File: config.mk
export PLATFORM = sky130hd
export DESIGN_NAME = key_debounce_long_press_top
export DESIGN_NICKNAME = d
export VERILOG_FILES = /design/src/rtl/kdlp_pkg.sv /design/src/rtl/key_debounce_long_press_top.sv /design/src/rtl/kdlp_lane.sv /design/src/rtl/kdlp_merge.sv
export SDC_FILE = /design/constraint.sdc
export NUM_CORES = 1
export LEC_CHECK = 0
export BUFFER_PORTS_ARGS = -buffer_cell sky130_fd_sc_hd__buf_2
export CAP_MARGIN = 10
export CORE_MARGIN = 2
export CORE_UTILIZATION = 45
export CTS_BUF_LIST = sky130_fd_sc_hd__clkbuf_16
export CTS_CLUSTER_DIAMETER = 120
export DETAILED_ROUTE_END_ITERATION = 16
export MAX_ROUTING_LAYER = met4
export PLACE_DENSITY = 0.72
export RECOVER_POWER = 50
export SETUP_SLACK_MARGIN = 0.15
export SYNTH_ARGS = -nofsm -noshare
export SYNTH_HDL_FRONTEND = slang
export SYNTH_SLANG_ARGS = --single-unit
File: constraint.sdc
create_clock -name clk_i -period 9.6 [get_ports clk_i]
set_clock_uncertainty 0.2 [all_clocks]
set_input_delay 0 -clock clk_i [delete_from_list [all_inputs] [get_ports clk_i]]
set_output_delay 0 -clock clk_i [all_outputs]
set_load 0.05 [all_outputs]
File: src/rtl/kdlp_pkg.sv
// kdlp_pkg: shared types and constants for the key debouncer with long-press detection.
// No dependencies. Imported by every kdlp_* module and the top level.
`default_nettype none

package kdlp_pkg;

  // Number of key fields on the ports (input bits and state outputs).
  localparam int unsigned KEY_FIELDS = 6;
  localparam int unsigned STATE_W    = 3;
  localparam int unsigned TIMER_W    = 13;
  localparam logic [TIMER_W-1:0] TIMER_MAX = {TIMER_W{1'b1}};

  // Configuration register widths
  localparam int unsigned TICK_W     = 8;
  localparam int unsigned DEBOUNCE_W = 10;
  localparam int unsigned LONG_W     = 12;
  localparam int unsigned CFG_DATA_W = 12;
  localparam int unsigned CFG_IDX_W  = 2;

  // Register indexes
  localparam logic [CFG_IDX_W-1:0] REG_TICK_MS       = 2'd0;
  localparam logic [CFG_IDX_W-1:0] REG_DEBOUNCE_MS   = 2'd1;
  localparam logic [CFG_IDX_W-1:0] REG_LONG_PRESS_MS = 2'd2;

  // Register reset values
  localparam logic [TICK_W-1:0]     TICK_MS_RST       = 8'd1;
  localparam logic [DEBOUNCE_W-1:0] DEBOUNCE_MS_RST   = 10'd10;
  localparam logic [LONG_W-1:0]     LONG_PRESS_MS_RST = 12'd100;

  typedef enum logic [STATE_W-1:0] {
    ST_IDLE         = 3'd0,
    ST_DEBOUNCE     = 3'd1,
    ST_PRESS        = 3'd2,
    ST_HELD         = 3'd3,
    ST_LONG         = 3'd4,
    ST_RELEASE      = 3'd5,
    ST_LONG_RELEASE = 3'd6
  } kdlp_state_e;

  typedef struct packed {
    logic [TICK_W-1:0]     tick_ms;
    logic [DEBOUNCE_W-1:0] debounce_ms;
    logic [LONG_W-1:0]     long_press_ms;
  } kdlp_cfg_t;

  typedef struct packed {
    logic [KEY_FIELDS-1:0][STATE_W-1:0] state;
    logic [KEY_FIELDS-1:0]              raw;
  } kdlp_result_t;

endpackage

`default_nettype wire

File: src/rtl/key_debounce_long_press_top.sv
// key_debounce_long_press_top: six-key active-low debouncer with long-press detection.
// Depends on kdlp_pkg, kdlp_lane and kdlp_merge.
`default_nettype none

// Each input beat is one sampling tick carrying the raw levels of the keys
// (bit i is key i, 0 = pressed). One lane per key runs the seven-state machine
// (idle, debounce, press, held, long, release, long release) with a 13-bit
// timer that grows by tick_ms per tick and saturates at 8191. A press is taken
// once the timer exceeds debounce_ms; a hold turns long once it exceeds
// long_press_ms. All lanes update in the cycle the tick is accepted, so one
// tick is taken per clock while in_stall_o is low; the result beat (every key's
// new state plus the raw levels) is held in the output register. A skid stage
// lets a further tick in while the output is stalled; in_stall_o rises only when
// both the output register and the skid are full. Configuration (0 tick_ms,
// 1 debounce_ms, 2 long_press_ms; other indexes ignored) is written through
// cfg_we_i and should change only while no tick is in flight. Resets to
// tick 1 ms, debounce 10 ms, long press 100 ms.
module key_debounce_long_press_top #(
  parameter int unsigned NUM_KEYS = 6   // 1..32; keys past the input bits stay idle
) (
  input  wire                               clk_i,
  input  wire                               rst_ni,
  // tick input
  input  wire                               in_valid_i,
  output logic                              in_stall_o,
  input  wire  [kdlp_pkg::KEY_FIELDS-1:0]   key_levels_i,
  // result output
  output logic                              out_valid_o,
  input  wire                               out_stall_i,
  output logic [kdlp_pkg::STATE_W-1:0]      state_key0_o,
  output logic [kdlp_pkg::STATE_W-1:0]      state_key1_o,
  output logic [kdlp_pkg::STATE_W-1:0]      state_key2_o,
  output logic [kdlp_pkg::STATE_W-1:0]      state_key3_o,
  output logic [kdlp_pkg::STATE_W-1:0]      state_key4_o,
  output logic [kdlp_pkg::STATE_W-1:0]      state_key5_o,
  output logic [kdlp_pkg::KEY_FIELDS-1:0]   raw_levels_o,
  // configuration writes
  input  wire                               cfg_we_i,
  input  wire  [kdlp_pkg::CFG_IDX_W-1:0]    cfg_idx_i,
  input  wire  [kdlp_pkg::CFG_DATA_W-1:0]   cfg_wdata_i
);
  import kdlp_pkg::*;

  kdlp_cfg_t    cfg_q, cfg_d;
  logic         in_accept;
  kdlp_state_e  lane_state [NUM_KEYS];
  kdlp_result_t result;

  assign in_accept = in_valid_i && !in_stall_o;

  // config registers; unknown index leaves everything as is
  always_comb begin
    cfg_d = cfg_q;
    if (cfg_we_i) begin
      case (cfg_idx_i)
        REG_TICK_MS:       cfg_d.tick_ms       = cfg_wdata_i[TICK_W-1:0];
        REG_DEBOUNCE_MS:   cfg_d.debounce_ms   = cfg_wdata_i[DEBOUNCE_W-1:0];
        REG_LONG_PRESS_MS: cfg_d.long_press_ms = cfg_wdata_i[LONG_W-1:0];
        default:           cfg_d = cfg_q;
      endcase
    end
  end

  always_ff @(posedge clk_i or negedge rst_ni) begin
    if (!rst_ni) begin
      cfg_q.tick_ms       <= TICK_MS_RST;
      cfg_q.debounce_ms   <= DEBOUNCE_MS_RST;
      cfg_q.long_press_ms <= LONG_PRESS_MS_RST;
    end else begin
      cfg_q <= cfg_d;
    end
  end

  // one lane per key; keys without an input bit never see a press
  for (genvar k = 0; k < NUM_KEYS; k++) begin : g_lane
    logic pressed;
    if (k < KEY_FIELDS) begin : g_pin
      assign pressed = !key_levels_i[k];
    end else begin : g_nopin
      assign pressed = 1'b0;
    end

    kdlp_lane u_lane (
      .clk_i     (clk_i),
      .rst_ni    (rst_ni),
      .adv_i     (in_accept),
      .pressed_i (pressed),
      .cfg_i     (cfg_q),
      .state_o   (lane_state[k])
    );
  end

  kdlp_merge #(
    .NUM_KEYS (NUM_KEYS)
  ) u_merge (
    .clk_i        (clk_i),
    .rst_ni       (rst_ni),
    .load_i       (in_accept),
    .lane_state_i (lane_state),
    .levels_i     (key_levels_i),
    .stall_o      (in_stall_o),
    .out_valid_o  (out_valid_o),
    .out_stall_i  (out_stall_i),
    .out_o        (result)
  );

  assign state_key0_o = result.state[0];
  assign state_key1_o = result.state[1];
  assign state_key2_o = result.state[2];
  assign state_key3_o = result.state[3];
  assign state_key4_o = result.state[4];
  assign state_key5_o = result.state[5];
  assign raw_levels_o = result.raw;

endmodule

`default_nettype wire

File: src/rtl/kdlp_lane.sv
// kdlp_lane: one key's state machine and saturating elapsed-time counter.
// Depends on kdlp_pkg.
`default_nettype none

module kdlp_lane (
  input  wire                   clk_i,
  input  wire                   rst_ni,
  input  wire                   adv_i,      // tick accepted
  input  wire                   pressed_i,
  input  kdlp_pkg::kdlp_cfg_t   cfg_i,
  output kdlp_pkg::kdlp_state_e state_o     // state after this tick
);
  import kdlp_pkg::*;

  kdlp_state_e        state_q, state_d;
  logic [TIMER_W-1:0] timer_q, timer_d;
  logic [TIMER_W:0]   sum;
  logic [TIMER_W-1:0] timer_inc;

  // saturating add of one tick
  assign sum       = {1'b0, timer_q} + {{(TIMER_W+1-TICK_W){1'b0}}, cfg_i.tick_ms};
  assign timer_inc = sum[TIMER_W] ? TIMER_MAX : sum[TIMER_W-1:0];

  always_comb begin
    state_d = state_q;
    timer_d = timer_q;
    case (state_q)
      ST_DEBOUNCE: begin
        if (pressed_i) begin
          timer_d = timer_inc;
          if (timer_inc > {{(TIMER_W-DEBOUNCE_W){1'b0}}, cfg_i.debounce_ms}) begin
            state_d = ST_PRESS;
            timer_d = '0;
          end
        end else begin
          state_d = ST_IDLE;
          timer_d = '0;
        end
      end
      ST_PRESS: begin
        if (pressed_i) begin
          state_d = ST_HELD;
          timer_d = '0;
        end else begin
          state_d = ST_IDLE;
        end
      end
      ST_HELD: begin
        if (pressed_i) begin
          timer_d = timer_inc;
          if (timer_inc > {{(TIMER_W-LONG_W){1'b0}}, cfg_i.long_press_ms}) begin
            state_d = ST_LONG;
            timer_d = '0;
          end
        end else begin
          state_d = ST_RELEASE;
          timer_d = '0;
        end
      end
      ST_LONG: begin
        if (!pressed_i) begin
          state_d = ST_LONG_RELEASE;
        end
      end
      ST_RELEASE, ST_LONG_RELEASE: begin
        state_d = ST_IDLE;
      end
      default: begin  // idle, and the unused code
        if (pressed_i) begin
          state_d = ST_DEBOUNCE;
          timer_d = '0;
        end else begin
          state_d = ST_IDLE;
        end
      end
    endcase
  end

  always_ff @(posedge clk_i or negedge rst_ni) begin
    if (!rst_ni) begin
      state_q <= ST_IDLE;
      timer_q <= '0;
    end else if (adv_i) begin
      state_q <= state_d;
      timer_q <= timer_d;
    end
  end

  assign state_o = state_d;

`ifndef ASSERT_OFF
  // press is always entered with a cleared timer
  a_press_timer_clear: assert property (@(posedge clk_i) disable iff (!rst_ni)
    state_q == ST_PRESS |-> timer_q == '0)
    else $error("kdlp_lane: timer not cleared in press state");
  // long hold is entered with a cleared timer and leaves it alone
  a_long_timer_clear: assert property (@(posedge clk_i) disable iff (!rst_ni)
    state_q == ST_LONG |-> timer_q == '0)
    else $error("kdlp_lane: timer not cleared in long state");
  // one-tick events last exactly one tick
  a_release_one_tick: assert property (@(posedge clk_i) disable iff (!rst_ni)
    adv_i && (state_q == ST_RELEASE || state_q == ST_LONG_RELEASE) |=> state_q == ST_IDLE)
    else $error("kdlp_lane: release event held longer than one tick");
`endif

endmodule

`default_nettype wire

File: src/rtl/kdlp_merge.sv
// kdlp_merge: gathers the lanes' new states and the raw levels into one result beat,
// held in an output register with a skid stage behind it. Depends on kdlp_pkg.
`default_nettype none

module kdlp_merge #(
  parameter int unsigned NUM_KEYS = 6
) (
  input  wire                    clk_i,
  input  wire                    rst_ni,
  input  wire                    load_i,       // input beat accepted
  input  kdlp_pkg::kdlp_state_e  lane_state_i [NUM_KEYS],
  input  wire [kdlp_pkg::KEY_FIELDS-1:0] levels_i,
  output logic                   stall_o,
  output logic                   out_valid_o,
  input  wire                    out_stall_i,
  output kdlp_pkg::kdlp_result_t out_o
);
  import kdlp_pkg::*;

  kdlp_result_t res;
  kdlp_result_t out_q, out_d, skid_q, skid_d;
  logic         out_valid_q, out_valid_d, skid_valid_q, skid_valid_d;
  logic         pop;

  // merge: keys past NUM_KEYS read as idle
  for (genvar k = 0; k < KEY_FIELDS; k++) begin : g_field
    if (k < NUM_KEYS) begin : g_key
      assign res.state[k] = lane_state_i[k];
    end else begin : g_none
      assign res.state[k] = ST_IDLE;
    end
  end
  assign res.raw = levels_i;

  assign pop     = out_valid_q && !out_stall_i;
  assign stall_o = skid_valid_q;

  always_comb begin
    out_d        = out_q;
    skid_d       = skid_q;
    out_valid_d  = out_valid_q;
    skid_valid_d = skid_valid_q;
    if (skid_valid_q) begin
      if (pop) begin
        out_d        = skid_q;
        skid_valid_d = 1'b0;
      end
    end else if (load_i) begin
      if (!out_valid_q || pop) begin
        out_d       = res;
        out_valid_d = 1'b1;
      end else begin
        skid_d       = res;
        skid_valid_d = 1'b1;
      end
    end else if (pop) begin
      out_valid_d = 1'b0;
    end
  end

  always_ff @(posedge clk_i or negedge rst_ni) begin
    if (!rst_ni) begin
      out_valid_q  <= 1'b0;
      skid_valid_q <= 1'b0;
    end else begin
      out_valid_q  <= out_valid_d;
      skid_valid_q <= skid_valid_d;
    end
  end

  always_ff @(posedge clk_i) begin
    out_q  <= out_d;
    skid_q <= skid_d;
  end

  assign out_valid_o = out_valid_q;
  assign out_o       = out_q;

`ifndef ASSERT_OFF
  a_skid_behind_out: assert property (@(posedge clk_i) disable iff (!rst_ni)
    skid_valid_q |-> out_valid_q)
    else $error("kdlp_merge: skid holds a beat while output is empty");
  a_no_load_when_full: assert property (@(posedge clk_i) disable iff (!rst_ni)
    load_i |-> !skid_valid_q)
    else $error("kdlp_merge: beat loaded while skid is full");
  a_skid_moves_up: assert property (@(posedge clk_i) disable iff (!rst_ni)
    skid_valid_q && pop |=> out_valid_q && out_q == $past(skid_q))
    else $error("kdlp_merge: skid beat lost on drain");
`endif

endmodule

`default_nettype wire
Yosys cells after proc, flatten, opt, wreduce, memory -nomap -nowiden
Cells that the tools add are included.
{"block": "op_classes", "addsub": 6, "magnitude_cmp": 12, "n_eq_ne": 46, "n_mux": 101, "bitwise": 8, "reduce_logical": 34}
{"cell": "$mux W13", "count": 36}
{"cell": "$pmux W13 S3", "count": 6}
{"cell": "$mux W24", "count": 4}
{"cell": "$mux W3", "count": 30}
{"cell": "$pmux W3 S5", "count": 6}
{"cell": "$add A13 B8 Y14", "count": 6}
{"cell": "$gt A13 B10 Y1", "count": 6}
{"cell": "$gt A13 B12 Y1", "count": 6}
{"cell": "$eq A3 B3 Y1 const B", "count": 18}
{"cell": "$eq A3 B2 Y1 const B", "count": 12}
{"cell": "$reduce_and A3 Y1", "count": 9}
{"cell": "$eq A3 B1 Y1 const B", "count": 6}
{"cell": "$ne A3 B1 Y1 const B", "count": 6}
{"cell": "$reduce_or A3 Y1", "count": 6}
{"cell": "$mux W1", "count": 13}
{"cell": "$mux W2", "count": 6}
{"cell": "$reduce_or A2 Y1", "count": 6}
{"cell": "$not A1 Y1", "count": 8}
{"cell": "$reduce_and A2 Y1", "count": 3}
{"cell": "$reduce_bool A2 Y1", "count": 3}
{"cell": "$logic_not A1 Y1", "count": 3}
{"cell": "$eq A2 B1 Y1 const B", "count": 1}
{"cell": "$eq A2 B2 Y1 const B", "count": 1}
{"cell": "$logic_and A1 B1 Y1", "count": 2}
{"cell": "4 further kinds", "count": 4}
{"block": "word_totals", "register_bits": 176, "in_bits": 25, "output_inout_bits": 26, "elab_cells": 238}

Logic depth before layout (Yosys ltp)
{"block": "depth", "word_depth": 9, "mapped_depth": 18, "ltp_nobuf": 18}

By module
Synthesis repeated with hierarchy kept, for this count alone.
{"block": "hier_totals", "hier_cells": 1514, "hier_area_um2": 14480.1}
{"module": "kdlp_lane (g_lane[0].u_lane ...)", "n_inst": 4, "cells_per_inst": 219, "area_each_um2": 1889.3}
{"module": "kdlp_lane (g_lane[5].u_lane)", "n_inst": 1, "cells_per_inst": 234, "area_each_um2": 1921.8}
{"module": "kdlp_merge", "n_inst": 1, "cells_per_inst": 87, "area_each_um2": 1919.3}
{"module": "kdlp_lane (g_lane[1].u_lane)", "n_inst": 1, "cells_per_inst": 245, "area_each_um2": 1910.6}
{"module": "key_debounce_long_press_top", "n_inst": 1, "cells_per_inst": 72, "area_each_um2": 1171.1}

Worst setup path before layout
Ideal clock, no wire load.
{"block": "synth_timing", "path_type": "register to register", "from": "reg cfg_q[23] in the netlist's numbering", "to": "reg u_merge.out_q (netlist bit u_merge.out_o[7]) (data pin)", "arrival_ps": 4239, "t_required_ps": 9140, "slack_ps": 4901, "stages_incl_launch_ff": 16, "path_cell_list": "dfrtp_1 fa_1 a21o_1 a21oi_1 nor2_1 a211oi_1 o21ai_0 xor2_1 or2_2 ha_1 nand4_1 o31a_1 o32ai_1 a21oi_1 or3b_1 mux2_2"}
{"item": "start, declared", "line_no": "key_debounce_long_press_top.sv:44", "rtl": "kdlp_cfg_t cfg_q, cfg_d;"}
{"item": "start signal, assigned", "line_no": "key_debounce_long_press_top.sv:70", "rtl": "cfg_q <= cfg_d;"}
{"item": "end signal, assigned", "line_no": "kdlp_merge.sv:72", "rtl": "out_q <= out_d;"}
{"item": "end, declared", "line_no": "kdlp_merge.sv:21", "rtl": "kdlp_result_t out_q, out_d, skid_q, skid_d;"}

==> flow_metrics.env <==
export IMPL_synth_top_cell_by_area="dfrtp_1"
export IMPL_synth_xor_area_share_pct=2.17
export IMPL_dp_cells=1790
export IMPL_netlist_area_leader_share_pct=22.9
export IMPL_synth_area_leaders="dfrtp_1, ha_1, edfxtp_1"
export IMPL_drive_gt1_share_pct=12.0
export IMPL_synthAdderAreaFrac_pct=17.8
export IMPL_final_core_util_pct=51.0
export IMPL_critPathSlowestCell="clkbuf_1"
export IMPL_yosys_warnings=0
export IMPL_cts_made_buffers=17
export IMPL_drv_slew=157
export IMPL_grt_max_degree=77
export IMPL_grt_ovfl_total=0
export IMPL_synth_compound_area_share_pct=19.6
export IMPL_routed_wl_um=36200
export IMPL_antennaDiodeCount=0
export IMPL_ys_seq_area_share_pct=34.9
export IMPL_setup_viol=0
export IMPL_p_per_area_mw_per_mm2=313
export IMPL_rows=62
export IMPL_violations="capacitance limit, slew limit"
export IMPL_cap_violations=3
export IMPL_crit_path_max_fanout=76
export IMPL_clockBufferDepth=2
export IMPL_vias=11174
export IMPL_ir_drop_mv=0.132
export IMPL_hold_viol_final=0
export IMPL_gp_congestion=0.945
export IMPL_area_delta_synth_final_pct=10.8
export IMPL_cp_slowest_stage_delay_ns=3.16
export IMPL_die_width_um=176
export IMPL_synth_top_family_by_area="compound AO/OA/AOI/OAI gates"
export IMPL_combPwrFrac_pct=59.3
export IMPL_core_area_mm2=0.0289
export IMPL_fin_cells=1848
export IMPL_antenna_found_initial=0
export IMPL_leakage_nw=6.71
export IMPL_path_clk_slew_ns=0.07
export IMPL_start_util_pct=46.0
export IMPL_drc=0
export IMPL_status="finished with violations"
export IMPL_vias_per_cell=6.05
export IMPL_nNetsFinal=1662
export IMPL_period_share_pct=58.7
export IMPL_rsz0062_at_grt="false"
export IMPL_crit_arrival_ns=4.92
export IMPL_grt_pass1_vias=10993
export IMPL_synth_mux_area_share_pct=6.72
export IMPL_fmax_mhz=177
export IMPL_period_needed_ns=5.63
export IMPL_cts_resized=0
export IMPL_p_sw_share_pct=47.1
export IMPL_fin_hold_ws_ns=0.135
export IMPL_cp_start_kind="input pin"
export IMPL_dr_pass1_iters=5
export IMPL_grt_usage_pct=24.6
export IMPL_dp_worst_setup_slack_ns=4.14
export IMPL_cts_tree="done"
export IMPL_drt_iter0_markers=802
export IMPL_power_frac_clock_pct=14.7
export IMPL_path_buf_inv=4
export IMPL_p_seq_share_pct=26.0
export IMPL_slew_headroom_pct=-200
export IMPL_yosys_area_share_simple_pct=16.3
export IMPL_path_cells="dlygate4sd3_1, dlygate4sd3_1, clkbuf_1, clkbuf_1"
export IMPL_wl_per_cell_um=19.6
export IMPL_critical_path_class="in2async"
export IMPL_die_h_um=176
export IMPL_worstPathRequired_ns=8.89
export IMPL_synth_edff_count=48
export IMPL_p_sw_mw=2.18
export IMPL_finalWorstSetupSlack_ns=3.97
export IMPL_synth_fp_nets=1585
export IMPL_die_area_mm2=0.0310
export IMPL_io_pins=51
export IMPL_ctsRootBufferMaster="clkbuf_16"
export IMPL_synth_distinct_cells=79
export IMPL_critPathCaptureType="asynchronous set/reset pin"
export IMPL_synth_area_mm2=0.0133
export IMPL_grt_first_pass_wirelength_um=58200
export IMPL_avgSynthCellArea_um2=9.69
export IMPL_p_int_mw=2.45
export IMPL_hold_path_class="in2reg"
export IMPL_portBuffers=50
export IMPL_synthCells=1374
export IMPL_finalSetupTns_ns=0
export IMPL_synth_async_reset_ratio_pct=72.7
export IMPL_synth_seq_cells=176
export IMPL_crit_family="buffers and inverters"
export IMPL_worstMarginPinSlew_ns=4.49
export IMPL_clk_insertion_delay_late_ns=0.45
export IMPL_final_antenna_net_count=0
export IMPL_htree_levels=4
export IMPL_numClockSinks=176
export IMPL_hpwl_um=25500
export IMPL_yosys_most_used_dff="dfrtp_1"
==> what timing repair did <==
item	4_1_cts	5_1_grt
hold buffers	26	0
endpoints found under the hold margin	138	0
setup buffers	0	0
==> cells in the mapped netlist, drive strengths merged (8+ instances only) <==
master	count
ha	180
dfrtp	122
o21ai	106
nand2	102
nor2	92
a21oi	78
mux2	72
inv	60
edfxtp	48
nand3	44
a22o	35
nand4	29
nand2b	27
a21o	26
clkbuf	23
xnor2	21
and2	20
a211oi	19
nor3	18
or2	18
nor2b	16
and3	13
o21a	12
xor2	12
a31oi	11
a32o	11
o31ai	11
o211ai	10
o21bai	9
or3	9
a2111oi	8
mux2i	8
nor3b	8
==> flip-flops by register name (all words and copies together) (netlist names) <==
name and count:
g_lane.u_lane.timer_q 78, cfg_q 30, u_merge.out_o 24, u_merge.skid_q 24
g_lane.u_lane.state_q 18, u_merge.out_valid_o 1, u_merge.stall_o 1
==> metal layers <==
metal | part of all wire (%) | vias up | global-route usage [%]
met4 | 3.0 | 0 | 8.30
met1 | 44 | 5465 | 30.4
met2 | 49 | 280 | 41.4
li1 | - | 5359 | -
met5 | 0 | - | -
met3 | 4.3 | 70 | 3.73
==> worst paths after layout <==
path | slack (ns) | cells past startpoint | endpoint | from
worst max register to register | 4.03 | 16 | g_lane[3].u_lane.timer_q[5] | cfg_q[23]
worst max-delay path | 3.97 | 4 | g_lane[4].u_lane.timer_q[10] | rst_ni
min in group asynchronous | 0.86 | 3 | cfg_q[2] | rst_ni
worst min register to register | 0.29 | 2 | g_lane[5].u_lane.timer_q[6] | g_lane[5].u_lane.timer_q[6]
max in group clk_i | 4.03 | 16 | g_lane[3].u_lane.timer_q[5] | cfg_q[23]
worst min-delay path | 0.13 | 3 | cfg_q[10] | cfg_wdata_i[10]
==> through the flow <==
stage	power (mW)	area, µm²
floorplan	3.24	13300
global placement	3.84	14000
detailed placement	3.91	14000
CTS	4.63	14900
global route	5.03	14800
finish	4.62	14800
==> layout make-up <==
class	count	area, µm²
clock inverter	15	129
fill	2652	14200
tap	384	480
multi-input combinational	1111	8330
timing repair buffer	85	518
inverter	60	225
sequential	176	4650
clock buffer	17	425
==> worst register-to-register path, stage by stage (launching register included) <==
cell and delay [ns]:
dfrtp_1 0.67, ha_1 0.48, a211oi_1 0.09, o21ai_0 0.46, a2bb2oi_1 0.30, nand3_1 0.18
nor2_1 0.51, nor2_1 0.19, ha_1 0.22, nand2b_1 0.13, a21oi_1 0.14, o31ai_1 0.08
and3_1 0.18, o31ai_1 0.48, nor4_1 0.18, a41oi_1 0.73, o21ai_0 0.18
==> cell families (layout without fill, tap and decap cells) <==
kind of cell,Yosys count,count (layout)
flip-flops,176,176
adder cells (fa/ha/maj),186,186
AO/OA/AOI/OAI,387,387
buffers and inverters,87,177
XOR/XNOR,33,33
AND/OR/NAND/NOR,425,425
multiplexers,80,80
==> power groups by stage <==
stage	sequential (mW)	clock (mW)	combinational, mW
after global routing	1.23	0.720	3.08
after CTS	1.20	0.693	2.73
after global placement	1.20	0	2.63
final	1.20	0.680	2.74
after detailed placement	1.21	0	2.70
after floorplan	1.33	0	1.91
==> layout by cell type (no fill, tap or decap), types with 27 or more instances in the layout <==
cell type  count
nand3_1       44
edfxtp_1      48
nor2_1        91
o21ai_0       98
dfrtp_1      122
a21oi_1       76
nand4_1       29
mux2_2        71
nand2_1      102
ha_1         180
a22o_1        33
clkbuf_1      38
nand2b_1      27
inv_1         61
No activity file was read; power rests on OpenSTA's default activity.
